File: config.mk
export PLATFORM = sky130hd
export DESIGN_NAME = srq_sequencer
export DESIGN_NICKNAME = d
export VERILOG_FILES = /design/src/design/srq_pkg.sv /design/src/design/srq_sequencer.sv
export SDC_FILE = /design/constraint.sdc
export NUM_CORES = 1
export LEC_CHECK = 0
export ABC_AREA = 1
export BUFFER_PORTS_ARGS = -buffer_cell sky130_fd_sc_hd__buf_2
export CAP_MARGIN = 10
export CELL_PAD_IN_SITES_DETAIL_PLACEMENT = 0
export CELL_PAD_IN_SITES_GLOBAL_PLACEMENT = 2
export CORE_UTILIZATION = 23
export DETAILED_ROUTE_END_ITERATION = 8
export PLACE_DENSITY = 0.84
export SLEW_MARGIN = 20
export SYNTH_ARGS = -nofsm -noshare
export SYNTH_HDL_FRONTEND = slang
export SYNTH_SLANG_ARGS = --single-unit
File: constraint.sdc
create_clock -name clock -period 2.1 [get_ports clock]
set_clock_uncertainty 0.2 [all_clocks]
set_input_delay 0.315 -clock clock [delete_from_list [all_inputs] [get_ports clock]]
set_output_delay 0.315 -clock clock [all_outputs]
set_load 0.01 [all_outputs]
File: src/design/srq_pkg.sv
// shared types, constants and control word layout for the signed-rank quantile core
`default_nettype none

package srq_pkg;

   // field widths fixed by the interface
   localparam int SIZE_W     = 6;
   localparam int THRESH_W   = 63;
   localparam int MARGIN_W   = 11;
   localparam int COUNT_W    = 64;
   localparam int MAX_SIZE_D = 63;

   // microprogram step addresses
   localparam int STEP_W = 4;
   typedef logic [STEP_W-1:0] step_type;

   localparam step_type STEP_IDLE   = 4'd0;
   localparam step_type STEP_CHECK  = 4'd1;
   localparam step_type STEP_CLEAR  = 4'd2;
   localparam step_type STEP_HISET  = 4'd3;
   localparam step_type STEP_RMW    = 4'd4;
   localparam step_type STEP_DRAIN  = 4'd5;
   localparam step_type STEP_SCZERO = 4'd6;
   localparam step_type STEP_SCRD   = 4'd7;
   localparam step_type STEP_SCACC  = 4'd8;
   localparam step_type STEP_OUT    = 4'd9;
   localparam step_type STEP_ZERO   = 4'd10;

   // sum index operations
   typedef enum logic [2:0] {
      W_HOLD = 3'd0,
      W_ZERO = 3'd1,
      W_INC  = 3'd2,
      W_DEC  = 3'd3,
      W_HI   = 3'd4,
      W_STEP = 3'd5
   } w_op_type;

   // rank counter operations
   typedef enum logic [1:0] {
      I_HOLD = 2'd0,
      I_INIT = 2'd1,
      I_NEXT = 2'd2
   } i_op_type;

   // running total operations
   typedef enum logic [1:0] {
      RT_HOLD = 2'd0,
      RT_ZERO = 2'd1,
      RT_ACC  = 2'd2
   } rt_op_type;

   // jump conditions
   typedef enum logic [2:0] {
      C_NEVER     = 3'd0,
      C_ALWAYS    = 3'd1,
      C_NOT_START = 3'd2,
      C_INVALID   = 3'd3,
      C_W_NE_TOP  = 3'd4,
      C_W_NE_I    = 3'd5,
      C_I_NE_N    = 3'd6,
      C_SCAN_GO   = 3'd7
   } cond_type;

   // one control word of the microprogram
   typedef struct packed {
      w_op_type  w_op;
      i_op_type  i_op;
      rt_op_type rt_op;
      logic      clr_wr;
      logic      rmw;
      logic      out_fire;
      logic      out_zero;
      cond_type  cond;
      step_type  target;
   } ctl_word_type;

   // datapath status seen by the sequencer
   typedef struct packed {
      logic start;
      logic invalid;
      logic w_eq_top;
      logic w_eq_i;
      logic i_eq_n;
      logic scan_stop;
   } flags_type;

endpackage

`default_nettype wire

File: src/design/srq_sequencer.sv
// step counter and microprogram table driving the datapath
`default_nettype none

module srq_sequencer (
   input  wire                  clock,
   input  wire                  reset,
   input  srq_pkg::flags_type   flags,
   output srq_pkg::ctl_word_type ctl,
   output logic                 busy
);

   srq_pkg::step_type pc_ff, pc_in;
   logic              cond_met;

   // microprogram table
   function automatic srq_pkg::ctl_word_type rom_word(input srq_pkg::step_type pc);
      srq_pkg::ctl_word_type cw;
      cw.w_op     = srq_pkg::W_HOLD;
      cw.i_op     = srq_pkg::I_HOLD;
      cw.rt_op    = srq_pkg::RT_HOLD;
      cw.clr_wr   = 1'b0;
      cw.rmw      = 1'b0;
      cw.out_fire = 1'b0;
      cw.out_zero = 1'b0;
      cw.cond     = srq_pkg::C_NEVER;
      cw.target   = srq_pkg::STEP_IDLE;
      case (pc)
         srq_pkg::STEP_IDLE: begin
            cw.cond   = srq_pkg::C_NOT_START;
            cw.target = srq_pkg::STEP_IDLE;
         end
         srq_pkg::STEP_CHECK: begin
            cw.w_op   = srq_pkg::W_ZERO;
            cw.i_op   = srq_pkg::I_INIT;
            cw.cond   = srq_pkg::C_INVALID;
            cw.target = srq_pkg::STEP_ZERO;
         end
         srq_pkg::STEP_CLEAR: begin
            cw.w_op   = srq_pkg::W_INC;
            cw.clr_wr = 1'b1;
            cw.cond   = srq_pkg::C_W_NE_TOP;
            cw.target = srq_pkg::STEP_CLEAR;
         end
         srq_pkg::STEP_HISET: begin
            cw.w_op = srq_pkg::W_HI;
         end
         srq_pkg::STEP_RMW: begin
            cw.w_op   = srq_pkg::W_DEC;
            cw.rmw    = 1'b1;
            cw.cond   = srq_pkg::C_W_NE_I;
            cw.target = srq_pkg::STEP_RMW;
         end
         srq_pkg::STEP_DRAIN: begin
            cw.i_op   = srq_pkg::I_NEXT;
            cw.cond   = srq_pkg::C_I_NE_N;
            cw.target = srq_pkg::STEP_HISET;
         end
         srq_pkg::STEP_SCZERO: begin
            cw.w_op  = srq_pkg::W_ZERO;
            cw.rt_op = srq_pkg::RT_ZERO;
         end
         srq_pkg::STEP_SCRD: begin
            cw.cond = srq_pkg::C_NEVER;
         end
         srq_pkg::STEP_SCACC: begin
            cw.w_op   = srq_pkg::W_STEP;
            cw.rt_op  = srq_pkg::RT_ACC;
            cw.cond   = srq_pkg::C_SCAN_GO;
            cw.target = srq_pkg::STEP_SCRD;
         end
         srq_pkg::STEP_OUT: begin
            cw.out_fire = 1'b1;
            cw.cond     = srq_pkg::C_ALWAYS;
            cw.target   = srq_pkg::STEP_IDLE;
         end
         srq_pkg::STEP_ZERO: begin
            cw.out_fire = 1'b1;
            cw.out_zero = 1'b1;
            cw.cond     = srq_pkg::C_ALWAYS;
            cw.target   = srq_pkg::STEP_IDLE;
         end
         default: begin
            cw.cond   = srq_pkg::C_ALWAYS;
            cw.target = srq_pkg::STEP_IDLE;
         end
      endcase
      return cw;
   endfunction

   assign ctl  = rom_word(pc_ff);
   assign busy = (pc_ff != srq_pkg::STEP_IDLE);

   // jump condition select
   always_comb begin
      case (ctl.cond)
         srq_pkg::C_NEVER:     cond_met = 1'b0;
         srq_pkg::C_ALWAYS:    cond_met = 1'b1;
         srq_pkg::C_NOT_START: cond_met = !flags.start;
         srq_pkg::C_INVALID:   cond_met = flags.invalid;
         srq_pkg::C_W_NE_TOP:  cond_met = !flags.w_eq_top;
         srq_pkg::C_W_NE_I:    cond_met = !flags.w_eq_i;
         srq_pkg::C_I_NE_N:    cond_met = !flags.i_eq_n;
         srq_pkg::C_SCAN_GO:   cond_met = !flags.scan_stop;
         default:              cond_met = 1'b0;
      endcase
   end

   // next step: jump target or fall through
   assign pc_in = cond_met ? ctl.target : pc_ff + srq_pkg::step_type'(1);

   always_ff @(posedge clock) begin
      if (reset) begin
         pc_ff <= srq_pkg::STEP_IDLE;
      end else begin
         pc_ff <= pc_in;
      end
   end

endmodule

`default_nettype wire

==> results.py <==
metrics = {
    "logic_synthesis": {
        "postSynth.asyncResetShare_pct": 0,
        "post-synth-top-count-cell": "nand2_1",
        "synth.yosys.warnings": 0,
        "synth.top_cell.area_share_pct": 13.4,
        "synth-simple-area-share_pct": 55.6,
        "compound_gate_fraction_of_synth_area_pct": 5.23,
        "synth_edf_count": 0,
        "ys_top_cells_by_area": "dfxtp_1 (13%), nand2_1 (11%), ha_1 (8.4%)",
        "synthesis.instances": 88,
        "count_of_state_elements_after_synthesis": 4,
        "sequential_share_of_the_synthesized_area_pct": 13.4,
        "synth_fa_ha_area_share_pct": 8.37,
        "netlist.top_cell.by_area": "dfxtp_1",
        "synthMuxAreaShare_pct": 0,
        "synth.avg_cell_area_um2": 6.80,
        "synthXorXnorAreaFrac_pct": 2.93,
        "synth_top_family_by_area": "simple AND/OR/NAND/NOR gates",
        "netlist-cell-type-count": 22,
        "ys_dominant_reg_cell": "dfxtp_1",
        "synth_area_um2": 598,
        "synth_common_cells": "nand2_1 (17), inv_1 (12), nor2_1 (10)",
        "syn_nets": 100,
    },
    "layout": {
        "sequential_cell_area_um2": 86.3,
        "max_flop_register": "pc_ff",
        "largest_reg_flops": 4,
        "count_of_antenna_diodes_in_the_layout": 0,
        "multi_input_area_um2": 472,
        "fill_cells": 294,
        "num-nets-final": 136,
        "final_layout_size_suffix_gt1_share_pct": 57.4,
        "area_growth_pct": 45.2,
        "biggestRegsByFlops": "pc_ff x4",
    },
    "place": {
        "port-buffer-count": 26,
        "dp_hpwl_um": 1340,
        "routabilityCongestion": 0.801,
    },
    "global_routing": {
        "grt_start_max_net_pins": 7,
        "overall_routing_resource_usage_pct": 12.6,
        "global_route_wire_length_before_repair_um": 2550,
        "grt_pass1_vias": 570,
        "grt.overflow.total": 0,
        "antenna_violations_before_repair": 0,
    },
    "flow_run": {
        "timing.max_cap.violations": 0,
    },
    "clocking": {
        "cts_post_setup_buffers_inserted": 0,
        "cts-resized-gates": 3,
        "cts-hold-fix-buffers": 0,
        "clk_sinks": 4,
        "cts_inserted_buffers": 3,
        "insertion_delay_ns": 0.24,
        "clk_transition_reported_paths_ns": 0.04,
        "cts_buffer_depth": 2,
        "cts.htree.levels": 1,
        "cts.root.buffer_cell": "clkbuf_4",
        "tritoncts_clock_tree": "done",
    },
    "setup_path": {
        "timing.critical_path.cells": "inv_1 -> ha_4 -> nand3_4 -> nand2_4 -> buf_4 -> inv_1 -> nand3_1 -> buf_2",
        "worst-path-buf-inv": 4,
        "timing_worst_setup_path_type": "reg2out",
        "startpoint_type": "register",
        "path_delay_family": "buffers and inverters",
        "cp_slowest_stage_delay_ns": 0.35,
        "highest_net_fanout_along_the_worst_path": 5,
        "end_kind": "output port",
        "slowest_stage": "dfxtp_4",
        "worstPathArrival_ns": 1.49,
        "crit_required_ns": 1.58,
        "crit_top_cell": "inv_1",
    },
    "power_and_ir_drop": {
        "cellPowerDensity_nw_per_um2": 1840,
        "vdd.ir_drop.worst_mv": 0.971,
        "total_leakage_power_nw": 0.520,
    },
    "die": {
        "io-pin-count": 27,
        "die-area_um2": 2810,
        "initial_utilization_pct": 24.1,
        "dieHeight_um": 53.0,
        "placementRows": 18,
        "floorplan.core_area_um2": 2480,
        "chipWidth_um": 53.0,
    },
    "sta": {
        "clock.fmax_ghz": 0.498,
        "setup_total_negative_slack_ns": 0,
        "timing.final.hold_violations": 0,
        "timing_max_transition_violations_final": 0,
        "min_period_ns": 2.01,
        "fin_crit_sh_pct": 95.5,
        "worst_margin_pin_slew_ns": 0.265,
        "setup-violations-final": 0,
        "hold-worst-slack_ns": 0.153,
        "setup_repair_after_global_routing_missed_its_margin": "no",
        "normalized_max_slew_margin_pct": 82.3,
    },
    "route": {
        "wirelength_um": 1560,
        "detailroute.via_count": 645,
        "drt_pass1_iterations": 4,
        "avgViaCountPerCell": 4.24,
        "drt-wirelength-per-cell_um": 10.3,
        "postRouteAntennaNets": 0,
        "drt-initial-drc-count": 12,
        "drc": 0,
    },
    "run_status": {
        "result_of_the_run": "finished clean",
    },
    "min_path": {
        "hold_path_class": "in2reg",
    },
}
final timing paths:
kind              startpoint        to  slack, ns  cells past startpoint
hold / removal         reset  pc_ff[3]       0.15                      4
hold reg to reg     pc_ff[0]  pc_ff[0]       0.51                      4
setup / recovery    pc_ff[0]    ctl[1]       0.09                      8
setup reg to reg    pc_ff[0]  pc_ff[0]       0.21                     12
cell families after synthesis:
group | after synthesis
buf+inv | 20
xor+xnor | 2
simple gates | 54
fa+ha+maj | 4
flops | 4
compound gates | 4
layer usage:
metal  wire [um]  share of wire, %  up-vias  GRT usage, %
met5           0                 0        -             0
met4          17               1.1        0          6.14
met3          47               3.0        2          1.72
met2         819                52       14          20.5
met1         680                43      288          16.1
li1            -                 -      341             -
area by class of cell:
type                    count  area share [%]
repair buffers             33            21.0
clock buffers               3            2.59
inverters                  18            7.78
multi-input cells          64            54.3
well taps                  30            4.32
flip-flops and latches      4            9.94
where the power goes:
group          switching [W]  internal [W]  leakage, nW
clock              0.0000311     0.0000639       0.0138
combinational       0.000786      0.000551        0.472
sequential         0.0000479      0.000116       0.0344
total               0.000865      0.000731        0.520
cell usage in the layout, fill, tap and decap left out:
cell and n:
nor2_4 3, nand2_2 4, nand3_4 2, ha_1 1, nand4_1 4, nand3_2 3, ha_2 1, xor2_1 1
nand3b_2 2, nand2_1 17, inv_1 11, xnor2_1 1, nand2_4 4, nor2_1 10, a22oi_2 1, inv_2 7
dfxtp_2 2, clkbuf_4 3, a21oi_1 2, dfxtp_1 1, nand3_1 3, buf_2 26, nor2_2 2, ha_4 2
buf_4 7, dfxtp_4 1, o2bb2ai_1 1
stage by stage:
stage | util, % | power (W) | cells | setup slack [ns] | instance area, um2
floorplan | - | 0.00106 | 88 | 0.181 | 598
global placement | 32.3 | 0.00144 | 149 | 0.123 | 800
detailed placement | 32.3 | 0.00145 | 149 | 0.0722 | 800
CTS | 33.8 | 0.00157 | 152 | 0.0167 | 837
global route | 35.1 | 0.00177 | 152 | 0.00944 | 868
finish | 35.1 | 0.00160 | 152 | 0.0936 | 868
worst register-to-register path: cells and delay by family (launching register included):
family                   cells  cell delay [ns]
AND/OR/NAND/NOR             10             0.92
adder cells (fa/ha/maj)      1             0.22
flip-flops                   1             0.36
buffers and inverters        1             0.08
Note: power is estimated with default switching activity, not from simulation.
